**config.mk**
```make
export PLATFORM = sky130hd
export DESIGN_NAME = fcfs_schedule_metrics
export DESIGN_NICKNAME = d
export VERILOG_FILES = /design/src/design/fcfs_pkg.sv /design/src/design/fcfs_dp.sv /design/src/design/fcfs_ctrl.sv /design/src/design/fcfs_schedule_metrics.sv
export SDC_FILE = /design/constraint.sdc
export NUM_CORES = 1
export LEC_CHECK = 0
export BUFFER_PORTS_ARGS = -buffer_cell sky130_fd_sc_hd__buf_2
export CORE_ASPECT_RATIO = 0.6
export CORE_UTILIZATION = 56
export DETAILED_ROUTE_END_ITERATION = 16
export HOLD_SLACK_MARGIN = 0.08
export PLACE_DENSITY = 0.7
export SYNTH_ARGS = -nofsm -noshare
export SYNTH_HDL_FRONTEND = slang
export SYNTH_SLANG_ARGS = --single-unit
```
**constraint.sdc**
```tcl
create_clock -name clk_i -period 18.74 [get_ports clk_i]
set_input_delay 0 -clock clk_i [delete_from_list [all_inputs] [get_ports clk_i]]
set_output_delay 0 -clock clk_i [all_outputs]
set_load 0.01 [all_outputs]
```
**src/design/fcfs_pkg.sv**
```systemverilog
// Shared types and constants for the FCFS schedule metrics block.
// No dependencies; used by fcfs_ctrl, fcfs_dp and fcfs_schedule_metrics.
package fcfs_pkg;

  localparam int unsigned IdW     = 8;
  localparam int unsigned TickW   = 16;
  localparam int unsigned TimeW   = 21;
  localparam int unsigned AvgW    = 25;
  localparam int unsigned InDataW = 40;
  localparam int unsigned OutDataW = 160;

  typedef enum logic [2:0] {
    ST_LOAD,
    ST_SCAN,
    ST_COMMIT,
    ST_DIV,
    ST_AVG,
    ST_OUT
  } state_e;

  typedef struct packed {
    logic load;
    logic sched_init;
    logic scan_init;
    logic scan_step;
    logic commit;
    logic div_init;
    logic div_step;
    logic avg_set;
    logic out_done;
  } cmd_t;

  typedef struct packed {
    logic scan_done;
    logic pass_last;
    logic div_done;
    logic out_last;
  } sts_t;

endpackage

```
**src/design/fcfs_dp.sv**
```systemverilog
// Datapath: record memory, ordered scan, FCFS timing, averaging divider.
// Depends on fcfs_pkg; driven by fcfs_ctrl commands.
module fcfs_dp #(
  parameter int unsigned MaxProcs = 16
) (
  input  logic                            clk_i,
  input  logic                            rst_ni,
  input  fcfs_pkg::cmd_t                  cmd_i,
  output fcfs_pkg::sts_t                  sts_o,
  input  logic [fcfs_pkg::InDataW-1:0]    in_data_i,
  output logic [fcfs_pkg::OutDataW-1:0]   out_data_o,
  output logic                            dropped_o,
  output logic                            last_o
);

  localparam int unsigned CW  = $clog2(MaxProcs + 1);
  localparam int unsigned AW  = (MaxProcs > 1) ? $clog2(MaxProcs) : 1;
  localparam int unsigned FW  = fcfs_pkg::TickW + CW;
  localparam int unsigned SW  = FW + CW;
  localparam int unsigned DW  = SW + 4;
  localparam int unsigned NW  = $clog2(DW + 1);
  localparam int unsigned XW  = (FW > fcfs_pkg::TimeW) ? FW : fcfs_pkg::TimeW;
  localparam int unsigned QW  = (DW > fcfs_pkg::AvgW) ? DW : fcfs_pkg::AvgW;
  localparam int unsigned RecW = fcfs_pkg::IdW + 2 * fcfs_pkg::TickW;
  localparam logic [XW-1:0] TimeMax = XW'((1 << fcfs_pkg::TimeW) - 1);
  localparam logic [QW-1:0] AvgMax  = QW'((1 << fcfs_pkg::AvgW) - 1);

  logic [RecW-1:0] mem [MaxProcs];
  logic [RecW-1:0] rdata_q;
  logic [CW-1:0]   cnt_q, scan_q, ridx_q, pass_q, best_idx_q, prev_idx_q;
  logic            ovf_q, rvld_q, best_vld_q, prev_vld_q;
  logic [fcfs_pkg::TickW-1:0] best_arr_q, best_bur_q, prev_arr_q;
  logic [fcfs_pkg::IdW-1:0]   best_id_q;
  logic [FW-1:0]   finish_q;
  logic [SW-1:0]   sumw_q, sumt_q;
  logic [DW-1:0]   qw_q, qt_q;
  logic [CW:0]     rw_q, rt_q;
  logic [NW-1:0]   dcnt_q;
  logic [fcfs_pkg::OutDataW-1:0] out_q;
  logic            last_q;

  logic [fcfs_pkg::TickW-1:0] r_arr;
  logic [fcfs_pkg::IdW-1:0]   r_id;
  logic [fcfs_pkg::TickW-1:0] r_bur;
  logic            cand_ok, better;
  logic [FW-1:0]   arr_x, start_v, wait_v, turn_v;
  logic [SW-1:0]   sumw_nx, sumt_nx;
  logic [CW:0]     rw_sh, rt_sh, n_x;
  logic [XW-1:0]   start_x, wait_x, turn_x;
  logic [QW-1:0]   qw_x, qt_x;

  assign r_id  = rdata_q[fcfs_pkg::IdW-1:0];
  assign r_arr = rdata_q[fcfs_pkg::IdW +: fcfs_pkg::TickW];
  assign r_bur = rdata_q[fcfs_pkg::IdW + fcfs_pkg::TickW +: fcfs_pkg::TickW];

  assign cand_ok = !prev_vld_q || (r_arr > prev_arr_q) ||
                   ((r_arr == prev_arr_q) && (ridx_q > prev_idx_q));
  assign better  = !best_vld_q || (r_arr < best_arr_q);

  assign arr_x   = FW'(best_arr_q);
  assign start_v = (finish_q > arr_x) ? finish_q : arr_x;
  assign wait_v  = start_v - arr_x;
  assign turn_v  = wait_v + FW'(best_bur_q);
  assign start_x = XW'(start_v);
  assign wait_x  = XW'(wait_v);
  assign turn_x  = XW'(turn_v);
  assign sumw_nx = sumw_q + SW'(wait_v);
  assign sumt_nx = sumt_q + SW'(turn_v);

  assign n_x   = {1'b0, cnt_q};
  assign rw_sh = {rw_q[CW-1:0], qw_q[DW-1]};
  assign rt_sh = {rt_q[CW-1:0], qt_q[DW-1]};
  assign qw_x  = QW'(qw_q);
  assign qt_x  = QW'(qt_q);

  always_ff @(posedge clk_i) begin
    if (cmd_i.load && (cnt_q < CW'(MaxProcs))) begin
      mem[cnt_q[AW-1:0]] <= in_data_i[RecW-1:0];
    end
    if (cmd_i.scan_step && (scan_q < cnt_q)) begin
      rdata_q <= mem[scan_q[AW-1:0]];
      ridx_q  <= scan_q;
    end
  end

  always_ff @(posedge clk_i or negedge rst_ni) begin
    if (!rst_ni) begin
      cnt_q      <= '0;
      ovf_q      <= 1'b0;
      scan_q     <= '0;
      rvld_q     <= 1'b0;
      best_vld_q <= 1'b0;
      prev_vld_q <= 1'b0;
      pass_q     <= '0;
      dcnt_q     <= '0;
      last_q     <= 1'b0;
    end else begin
      if (cmd_i.load) begin
        if (cnt_q < CW'(MaxProcs)) begin
          cnt_q <= cnt_q + 1'b1;
        end else begin
          ovf_q <= 1'b1;
        end
      end
      if (cmd_i.sched_init) begin
        pass_q     <= '0;
        prev_vld_q <= 1'b0;
      end
      if (cmd_i.scan_init) begin
        scan_q     <= '0;
        rvld_q     <= 1'b0;
        best_vld_q <= 1'b0;
      end
      if (cmd_i.scan_step) begin
        if (scan_q < cnt_q) begin
          scan_q <= scan_q + 1'b1;
          rvld_q <= 1'b1;
        end else begin
          rvld_q <= 1'b0;
        end
        if (rvld_q && cand_ok && better) begin
          best_vld_q <= 1'b1;
        end
      end
      if (cmd_i.commit) begin
        pass_q     <= pass_q + 1'b1;
        prev_vld_q <= 1'b1;
        last_q     <= (pass_q + 1'b1 == cnt_q);
      end
      if (cmd_i.div_init) begin
        dcnt_q <= NW'(DW);
      end else if (cmd_i.div_step) begin
        dcnt_q <= dcnt_q - 1'b1;
      end
      if (cmd_i.out_done && last_q) begin
        cnt_q <= '0;
        ovf_q <= 1'b0;
      end
    end
  end

  always_ff @(posedge clk_i) begin
    if (cmd_i.sched_init) begin
      finish_q <= '0;
      sumw_q   <= '0;
      sumt_q   <= '0;
    end
    if (cmd_i.scan_step && rvld_q && cand_ok && better) begin
      best_arr_q <= r_arr;
      best_bur_q <= r_bur;
      best_id_q  <= r_id;
      best_idx_q <= ridx_q;
    end
    if (cmd_i.commit) begin
      prev_arr_q <= best_arr_q;
      prev_idx_q <= best_idx_q;
      finish_q   <= start_v + FW'(best_bur_q);
      sumw_q     <= sumw_nx;
      sumt_q     <= sumt_nx;
      out_q      <= {7'b0000000, {(2 * fcfs_pkg::AvgW){1'b0}},
                     fcfs_pkg::TimeW'((turn_x > TimeMax) ? TimeMax : turn_x),
                     fcfs_pkg::TimeW'((wait_x > TimeMax) ? TimeMax : wait_x),
                     fcfs_pkg::TimeW'((start_x > TimeMax) ? TimeMax : start_x),
                     best_bur_q, best_arr_q, best_id_q};
    end
    // div_init only comes with the final commit: include that record's times
    if (cmd_i.div_init) begin
      qw_q <= {sumw_nx, 4'b0000};
      qt_q <= {sumt_nx, 4'b0000};
      rw_q <= '0;
      rt_q <= '0;
    end else if (cmd_i.div_step) begin
      if (rw_sh >= n_x) begin
        rw_q <= rw_sh - n_x;
        qw_q <= {qw_q[DW-2:0], 1'b1};
      end else begin
        rw_q <= rw_sh;
        qw_q <= {qw_q[DW-2:0], 1'b0};
      end
      if (rt_sh >= n_x) begin
        rt_q <= rt_sh - n_x;
        qt_q <= {qt_q[DW-2:0], 1'b1};
      end else begin
        rt_q <= rt_sh;
        qt_q <= {qt_q[DW-2:0], 1'b0};
      end
    end
    if (cmd_i.avg_set) begin
      out_q[152:103] <= {fcfs_pkg::AvgW'((qt_x > AvgMax) ? AvgMax : qt_x),
                         fcfs_pkg::AvgW'((qw_x > AvgMax) ? AvgMax : qw_x)};
    end
  end

  assign sts_o.scan_done = (scan_q >= cnt_q) && !rvld_q;
  assign sts_o.pass_last = (pass_q + 1'b1 == cnt_q);
  assign sts_o.div_done  = (dcnt_q == '0);
  assign sts_o.out_last  = last_q;
  assign out_data_o      = out_q;
  assign dropped_o       = ovf_q;
  assign last_o          = last_q;

endmodule

```
**src/design/fcfs_ctrl.sv**
```systemverilog
// Controller state machine: load, scan, commit, divide, output handshake.
// Depends on fcfs_pkg; commands fcfs_dp.
module fcfs_ctrl (
  input  logic           clk_i,
  input  logic           rst_ni,
  input  logic           in_valid_i,
  input  logic           in_last_i,
  output logic           in_ready_o,
  output logic           out_valid_o,
  input  logic           out_ready_i,
  input  fcfs_pkg::sts_t sts_i,
  output fcfs_pkg::cmd_t cmd_o
);

  fcfs_pkg::state_e state_q, state_d;

  always_ff @(posedge clk_i or negedge rst_ni) begin
    if (!rst_ni) begin
      state_q <= fcfs_pkg::ST_LOAD;
    end else begin
      state_q <= state_d;
    end
  end

  always_comb begin
    state_d     = state_q;
    cmd_o       = '0;
    in_ready_o  = 1'b0;
    out_valid_o = 1'b0;
    case (state_q)
      fcfs_pkg::ST_LOAD: begin
        in_ready_o = 1'b1;
        if (in_valid_i) begin
          cmd_o.load = 1'b1;
          if (in_last_i) begin
            cmd_o.sched_init = 1'b1;
            cmd_o.scan_init  = 1'b1;
            state_d          = fcfs_pkg::ST_SCAN;
          end
        end
      end
      fcfs_pkg::ST_SCAN: begin
        if (sts_i.scan_done) begin
          state_d = fcfs_pkg::ST_COMMIT;
        end else begin
          cmd_o.scan_step = 1'b1;
        end
      end
      fcfs_pkg::ST_COMMIT: begin
        cmd_o.commit = 1'b1;
        if (sts_i.pass_last) begin
          cmd_o.div_init = 1'b1;
          state_d        = fcfs_pkg::ST_DIV;
        end else begin
          state_d = fcfs_pkg::ST_OUT;
        end
      end
      fcfs_pkg::ST_DIV: begin
        if (sts_i.div_done) begin
          state_d = fcfs_pkg::ST_AVG;
        end else begin
          cmd_o.div_step = 1'b1;
        end
      end
      fcfs_pkg::ST_AVG: begin
        cmd_o.avg_set = 1'b1;
        state_d       = fcfs_pkg::ST_OUT;
      end
      fcfs_pkg::ST_OUT: begin
        out_valid_o = 1'b1;
        if (out_ready_i) begin
          cmd_o.out_done = 1'b1;
          if (sts_i.out_last) begin
            state_d = fcfs_pkg::ST_LOAD;
          end else begin
            cmd_o.scan_init = 1'b1;
            state_d         = fcfs_pkg::ST_SCAN;
          end
        end
      end
      default: state_d = fcfs_pkg::ST_LOAD;
    endcase
  end

endmodule

```
**src/design/fcfs_schedule_metrics.sv**
```systemverilog
// Channel  Dir  Signals                       Content
// s_axis   in   tdata[39:0], tlast            proc_id, arrival, burst; tlast = last_in
// m_axis   out  tdata[159:0], tuser, tlast    result fields; tuser = dropped; tlast = last_out
// Records load one per cycle. After the record with tlast, each result takes
// one pass over the N held records through the memory read port, then commit
// and output; the last result also runs the serial divider and the average update.
// Reset empties the record count; the memory itself is not cleared.
// A stalled result holds the block until taken; no input is taken until done.
// Top level; depends on fcfs_pkg, fcfs_ctrl, fcfs_dp.
module fcfs_schedule_metrics #(
  parameter int unsigned MaxProcs = 16
) (
  input  logic                          clk_i,
  input  logic                          rst_ni,
  input  logic                          s_axis_tvalid,
  output logic                          s_axis_tready,
  // [7:0] proc_id, [23:8] arrival, [39:24] burst
  input  logic [fcfs_pkg::InDataW-1:0]  s_axis_tdata,
  input  logic                          s_axis_tlast,
  output logic                          m_axis_tvalid,
  input  logic                          m_axis_tready,
  // [7:0] out_id, [23:8] out_arrival, [39:24] out_burst, [60:40] start_time,
  // [81:61] wait_time, [102:82] turnaround, [127:103] avg_wait_x16,
  // [152:128] avg_turn_x16, [159:153] zero
  output logic [fcfs_pkg::OutDataW-1:0] m_axis_tdata,
  // [0] dropped
  output logic                          m_axis_tuser,
  output logic                          m_axis_tlast
);

  fcfs_pkg::cmd_t cmd;
  fcfs_pkg::sts_t sts;

  fcfs_ctrl u_ctrl (
    .clk_i       (clk_i),
    .rst_ni      (rst_ni),
    .in_valid_i  (s_axis_tvalid),
    .in_last_i   (s_axis_tlast),
    .in_ready_o  (s_axis_tready),
    .out_valid_o (m_axis_tvalid),
    .out_ready_i (m_axis_tready),
    .sts_i       (sts),
    .cmd_o       (cmd)
  );

  fcfs_dp #(
    .MaxProcs (MaxProcs)
  ) u_dp (
    .clk_i      (clk_i),
    .rst_ni     (rst_ni),
    .cmd_i      (cmd),
    .sts_o      (sts),
    .in_data_i  (s_axis_tdata),
    .out_data_o (m_axis_tdata),
    .dropped_o  (m_axis_tuser),
    .last_o     (m_axis_tlast)
  );

endmodule

```
==> metrics.md, run 1 <==
| Metric | Value |
|---|---|
| Most used cell, CP | `a21oi_1` |
| Leading area contributor after synthesis | `edfxtp_1` |
| Initial core utilization | `between 50% and 60%` |
| Sequential area share after synthesis | `68.7%` |
| FMAX | `around 110 MHz` |
| Vias in the first global route | `between 20,000 and 30,000` |
| Num rows | `80` |
| HPWL after DPL | `around 71,000 um` |
| CP required | `about 19 ns` |
| Status | `finished, final reports clean` |
| Least-Margin Pin Slew | `roughly 1.3 ns` |
| Crit Path Category | `flip-flop to flip-flop` |
| Crit path time final | `9.28 ns` |
| Crit path DAT | `9.69 ns` |
| Max-cap viol count | `0` |
| Post-route DRC | `0` |
| Crit start category | `flip-flop` |
| Peak supply drop | `~0.19 mV` |
| Reg area | `between 30,000 and 40,000 um2` |
| Remaining Overflow, GRT | `0` |
| Final core occ | `about 65%` |
| Die width | `about 370 um` |
| Worst path slowest cell | `a2111o_1` |
| CP max stage delay | `~0.64 ns` |
| I/O Buffers | `approximately 200` |
| TritonCTS clock tree | `yes` |
| TNS Setup | `0 ns` |
| Top post-synthesis cells by area | `edfxtp_1, mux4_2, ha_1, xnor2_1, dfrtp_1` |
| Share of cells above drive strength 1 | `a little over a fifth` |
| First-pass GRT wire length | `~170,000 um` |
| Total CTS buffers | `between 90 and 100` |
| Top FF cell, synth | `edfxtp_1` |
| Worst setup margin | `between 9 and 10 ns` |
| RD Place Congestion | `0.893` |
| Vias | `~26,000` |
| Leakage power | `18.2 nW` |
| CP Capture Type | `flip-flop` |
| 1st-iter DRT viols | `around 3,100` |
| RSZ-0062 raised after global routing | `no` |
| CTS HTree Levels | `3` |
| Worst-case clock buffer depth | `3` |
| Total power | `approximately 10 mW` |
| Final hold viol count | `0` |
| Avg Cell Area, Syn | `around 17 um2` |
| DR pass1 iterations | `5` |
| IO Pins | `about 210` |
| Mapped Area | `45,800 um2` |
| Final number of max-transition violations | `0` |
| Worst slack, placed | `9.76 ns` |
| Layout fillers | `5,606` |
| CTS clk-pin slew, worst paths | `~0.060 ns` |
| Mapped Cells | `2,705` |
| CP Max Fanout | `28` |
| Final antenna-violating net count | `0` |
| Worst skew pair latency | `roughly 0.7 ns` |
| Worst Skew | `0.0199 ns` |
| Period utilisation layout | `49.5%` |
| Wirelength per Cell | `27.4 um` |
| Initial antenna violation count | `7` |
| Overall routing resource usage | `about 28%` |
| Pwr per Cell Area | `just under 200 nW/um2` |
| Post-synth top area share | `roughly two thirds` |
| Hold Crit Class | `input pin to flip-flop` |
| Relative slew margins | `between 15 and 20%` |
| Post-CTS setup buffer count | `0` |
| Die area | `83,100 um2` |
| Largest net degree at the start of global routing | `71` |
| Routed wire length | `about 110,000 um` |
| Fin nets | `3,192` |
| Synth Register Bits | `~1,100` |
| Final setup viols | `0` |
| Clk root buf | `clkbuf_16` |
| Netlist cell types | `slightly below 80` |
| CTS Sinks | `between 1,000 and 1,500` |
| Die Y | `~220 um` |
| Area grow syn2layout | `13.1%` |
| Footprint of the multi-input gates | `13,700 um2` |
| Synth async-reset ratio | `2.64%` |
| Post-synth EDFFs | `1,013` |
| Via density | `6.22` |
| Core area | `between 80,000 and 90,000 um2` |
| YS warnings | `0` |
==> state kept, by name, summed over array words and instances, names as in the netlist, 8 cells and up <==
signal,count
u_dp.best_id_q,8
u_dp.finish_q,21
u_dp.rdata_q,40
u_dp.mem,640
u_dp.sumt_q,26
u_dp.qt_q,30
u_dp.best_arr_q,16
u_dp.best_bur_q,16
u_dp.sumw_q,26
u_dp.qw_q,30
u_dp.prev_arr_q,15
u_dp.out_data_o,138
==> cell type report <==
class,instances,area share (%)
flip-flops and latches,1059,60.7
well taps,1066,2.57
repair buffers,287,3.43
multi-input cells,1440,26.4
diodes,2,0.00965
clock buffers,114,4.89
inverters,92,0.676
clock inverters,64,1.30
==> routing by layer <==
| layer | GRT usage (%) | part of all wire (%) |
|---|---|---|
| met1 | 44.7 | 46 |
| met5 | 0 | 0.015 |
| met4 | 4.36 | 1.3 |
| met2 | 38.3 | 43 |
| met3 | 7.26 | 10 |
==> through the flow <==
stage / hold WS (ns) / instance area (um2) / std cells
2_1_floorplan: -0.296 / 45900 / 2711
3_3_place_gp: 0.0672 / 48200 / 3897
3_5_place_dp: 0.0965 / 48200 / 3897
4_1_cts: 0.195 / 51800 / 4122
5_1_grt: 0.215 / 51800 / 4123
6_report: 0.236 / 51800 / 4124
==> final timing paths <==
check	endpoint	slack [ns]	depth (start not counted)	from
worst max-delay path	u_dp.qt_q[29]	9.46	37	u_dp.best_arr_q[1]
worst min-delay path	u_dp.mem[7][14]	0.24	2	s_axis_tdata[14]
worst max register to register	u_dp.qt_q[29]	9.46	37	u_dp.best_arr_q[1]
worst min register to register	u_dp.prev_idx_q[2]	0.42	0	u_dp.best_idx_q[2]
max in group asynchronous	u_dp.scan_q[1]	18.18	4	rst_ni
min in group asynchronous	u_dp.last_o	0.35	4	rst_ni
==> power breakdown <==
part | total, mW | leakage [nW] | internal (mW) | switching (mW)
logic | 4.76 | 6.92 | 1.90 | 2.86
registers | 3.49 | 9.74 | 3.17 | 0.315
clock network | 2.02 | 1.55 | 1.14 | 0.880
==> cells in the final DEF, fill, tap and decap left out, types with 23 or more instances in the layout <==
cell type | netlist | routed
mux2_2 | 32 | 32
o21a_1 | 74 | 74
a22o_1 | 28 | 28
nor2_1 | 122 | 109
nor2b_1 | 27 | 27
mux4_2 | 200 | 200
nand2_1 | 123 | 122
dlygate4sd3_1 | 0 | 46
o21ai_0 | 81 | 81
clkbuf_16 | 0 | 99
inv_1 | 92 | 90
and2_1 | 38 | 38
buf_4 | 7 | 39
a21o_1 | 59 | 59
edfxtp_1 | 1013 | 1013
buf_2 | 2 | 201
clkinv_1 | 0 | 23
dfrtp_1 | 28 | 24
nor3_1 | 33 | 29
ha_1 | 164 | 164
xor2_1 | 53 | 53
a21oi_1 | 100 | 100
xnor2_1 | 84 | 84
==> kinds of logic (layout without fill, tap and decap cells) <==
family	after synthesis	in the layout	share of synthesized area, %
DFF	1059	1059	68.7
other	1	9	0.00818
muxes	240	240	10.8
buffers and inverters	212	557	1.83
AOI/OAI and AO/OA	437	437	6.57
xor gates and xnor gates	139	139	2.69
and+or+nand+nor	446	446	4.67
adders and majority gates	171	171	4.78
==> synth_stat cells (16+ instances only) <==
| cell | n |
|---|---|
| edfxtp_1 | 1013 |
| mux4_2 | 200 |
| ha_1 | 164 |
| nand2_1 | 123 |
| nor2_1 | 122 |
| a21oi_1 | 100 |
| clkbuf_1 | 92 |
| inv_1 | 92 |
| xnor2_1 | 84 |
| o21ai_0 | 81 |
| o21a_1 | 74 |
| a21o_1 | 59 |
| xor2_1 | 53 |
| and2_1 | 38 |
| nor3_1 | 33 |
| mux2_2 | 32 |
| a22o_1 | 28 |
| dfrtp_1 | 28 |
| nor2b_1 | 27 |
| nand2b_1 | 22 |
| nand3_1 | 21 |
| dfxtp_1 | 18 |
| buf_1 | 17 |
| nand4_1 | 17 |
| and3_1 | 16 |
==> worst max-delay path: cells and delay by family (launching register included) <==
kind                       cells  cell delay, ns
AOI/OAI and AO/OA             22            5.09
adders and majority gates      4            1.36
and+or+nand+nor                5            0.68
xor gates and xnor gates       3            0.60
buffers and inverters          2            0.52
DFF                            1            0.42
muxes                          1            0.34
==> timing repair <==
action,in CTS,in global routing
hold buffers,47,0
gates resized for setup,0,0
endpoints found under the hold margin,690,0
(Power assumes the default switching activity.)
==> run 2: changes to the inputs <==
--- a/config.mk
+++ b/config.mk
@@ -10,7 +10,7 @@
 export CORE_UTILIZATION = 56
 export DETAILED_ROUTE_END_ITERATION = 16
 export HOLD_SLACK_MARGIN = 0.08
-export PLACE_DENSITY = 0.7
+export PLACE_DENSITY = 0.73
 export SYNTH_ARGS = -nofsm -noshare
 export SYNTH_HDL_FRONTEND = slang
 export SYNTH_SLANG_ARGS = --single-unit
==> constraint.sdc (replaced) <==
create_clock -name clk_i -period 8.25 [get_ports clk_i]
set_input_delay 0 -clock clk_i [delete_from_list [all_inputs] [get_ports clk_i]]
set_output_delay 0 -clock clk_i [all_outputs]
set_load 0.01 [all_outputs]
==> run 2 against run 1 <==
Global-route usage down 0.34 points. Setup slack worse by 9.2 ns. Combinational power is 140% higher. Register-to-register slack lost 9.2 ns. Cell count increased by 0.46%. Sequential cell count unchanged. Final area increased by 0.70%. Count of clock-buffer cells in the layout increased by 3. Die area stayed put. Sequential share of layout area fell by 0.42 points. Power increased by 130%. Via count up 1.3%. Highest routed layer unchanged.
==> metrics.md, run 2 (synthesis results as in run 1) <==
| Metric | Value |
|---|---|
| Status | `finished, final reports clean` |
| Worst slack, placed | `-0.184 ns` |
| Internal cell power | `14.3 mW` |
| Initial core utilization | `between 50% and 60%` |
| Worst Skew | `0.0266 ns` |
| Num rows | `80` |
| Crit. path cell count | `38` |
| Period utilisation layout | `between 90% and 100%` |
| Die area | `about 83,000 um2` |
| Critical path buffers and inverters | `2` |
| CTS Sinks | `~1,100` |
| I/O Buffers | `around 200` |
| Worst skew pair latency | `roughly 0.67 ns` |
| Total power | `about 24 mW` |
| Logic pwr share | `47.8%` |
| Most frequent cells in the layout | `edfxtp_1, buf_2, mux4_2, ha_1, nand2_1` |
| Share of cells above drive strength 1 | `23.7%` |
| Worst flop-to-flop path startpoint | `u_dp.best_arr_q[1]` |
| Register-to-Register Path Depth | `38` |
| CP Max Fanout | `5` |
| Clock Power Share | `between 10% and 20%` |
| Total CTS buffers | `95` |
| 1st-iter DRT viols | `around 2,800` |
| Worst-case clock buffer depth | `3` |
| Leakage power | `~18 nW` |
| Sequential power share | `between 30% and 40%` |
| Pwr per Cell Area | `about 460 nW/um2` |
| Final hold viol count | `0` |
| Most common cell after layout, fill and taps aside | `edfxtp_1` |
| Area grow syn2layout | `13.9%` |
| CTS HTree Levels | `3` |
| Hold path startpoint | `s_axis_tdata[7]` |
| Post-route DRC | `0` |
| FMAX | `125 MHz` |
| CP top delay family | `compound AO/OA/AOI/OAI gates` |
| Crit path time final | `about 8 ns` |
| DR pass1 iterations | `5` |
| Worst setup margin | `around 0.24 ns` |
| CP Capture Type | `flip-flop` |
| Relative slew margins | `around 19%` |
| RSZ-0062 raised after global routing | `yes` |
| Sw Share | `around 40%` |
| Routed wire length | `113,000 um` |
| Vias in the first global route | `about 25,000` |
| Final number of max-transition violations | `0` |
| Final setup viols | `0` |
| Crit Reg-Reg Endpoint | `u_dp.qt_q[28]` |
| DP Area | `slightly below 50,000 um2` |
| HPWL after DPL | `approximately 69,000 um` |
| Final antenna-violating net count | `0` |
| Crit path DAT | `8.42 ns` |
| First-pass GRT wire length | `around 170,000 um` |
| TritonCTS clock tree | `yes` |
| Fin nets | `3,213` |
| Worst Hold Endpoint | `u_dp.mem[7][7]` |
| Crit Path Category | `flip-flop to flip-flop` |
| Peak supply drop | `approximately 0.6 mV` |
| Vias | `about 26,000` |
| Most used cell, CP | `nor2b_1` |
| CP max stage delay | `~0.50 ns` |
| IO Pins | `between 200 and 250` |
| Worst path slowest cell | `or4_1` |
| Net Sw Power | `9.47 mW` |
| Reg2Reg Setup Slack | `between 0.2 and 0.25 ns` |
| Final core occ | `between 60% and 70%` |
| Remaining Overflow, GRT | `0` |
| Least-Margin Pin Slew | `between 1 and 1.5 ns` |
| Die width | `approximately 370 um` |
| Largest register FFs | `640` |
| Final Instance Area | `roughly 52,000 um2` |
| Hold Crit Class | `input pin to flip-flop` |
| Crit start category | `flip-flop` |
| Wirelength per Cell | `about 27 um` |
| RD Place Congestion | `around 0.95` |
| Via density | `~6.3` |
| Clk root buf | `clkbuf_16` |
| Die Y | `roughly 220 um` |
| TNS Setup | `0 ns` |
| Largest net degree at the start of global routing | `95` |
| CTS clk-pin slew, worst paths | `~0.07 ns` |
| Overall routing resource usage | `27.3%` |
| Max-cap viol count | `0` |
| Core area | `80,300 um2` |
| Hold Crit Depth | `2` |
| CP required | `between 8 and 9 ns` |
| Initial antenna violation count | `6` |
==> run 2: layout make-up <==
cell class,count,area [um2]
Sequential cell,1059,31500
Fill cell,5446,28100
Multi-Input combinational cell,1440,14000
Clock buffer,117,2490
Timing Repair Buffer,309,1960
Tap cell,1066,1330
Clock inverter,59,622
Inverter,92,350
Antenna cell,1,2.50
==> run 2: routing by layer <==
metal	vias to the layer above	part of all wire (%)	wire (um)	GRT usage (%)
li1	11200	-	-	-
met1	13300	43	48900	43.0
met2	1317	44	49700	39.1
met3	154	11	12100	6.25
met4	4	1.7	1960	5.76
met5	-	0.024	27	0
==> run 2: per-stage QoR <==
stage | hold WS [ns] | std cells
final | 0.247 | 4143
after global routing | 0.233 | 4142
after CTS | 0.201 | 4133
after detailed placement | 0.0912 | 3908
after global placement | 0.0681 | 3908
after floorplan | -0.296 | 2711
==> run 2: worst max-delay path by stage <==
stage	endpoint	slack, ns	startpoint
3_5_place_dp	u_dp.qt_q[28]	-0.18	u_dp.finish_q[1]
3_3_place_gp	u_dp.qt_q[28]	0.14	u_dp.finish_q[1]
2_1_floorplan	u_dp.qt_q[28]	0.60	u_dp.best_arr_q[1]
6_report	u_dp.qt_q[28]	0.24	u_dp.best_arr_q[1]
5_1_grt	u_dp.qt_q[28]	-0.12	u_dp.best_arr_q[1]
4_1_cts	u_dp.qt_q[28]	0.02	u_dp.finish_q[1]
==> run 2: power groups by stage <==
| stage | Sequential [mW] | Combinational [mW] | Clock [mW] |
|---|---|---|---|
| floorplan | 7.74 | 7.52 | 0 |
| global placement | 8.02 | 10.3 | 0 |
| detailed placement | 8.04 | 10.5 | 0 |
| CTS | 7.95 | 10.6 | 4.50 |
| global route | 8.03 | 12.2 | 4.69 |
| finish | 7.96 | 11.4 | 4.44 |
==> run 2: timing repair <==
action,CTS,global route
buffers inserted,1,9
pin swaps,1,18
endpoints found under the hold margin,690,0
gates resized for setup,2,59
gates cloned,0,0
hold buffers,48,0
endpoints found under the setup margin,9,33
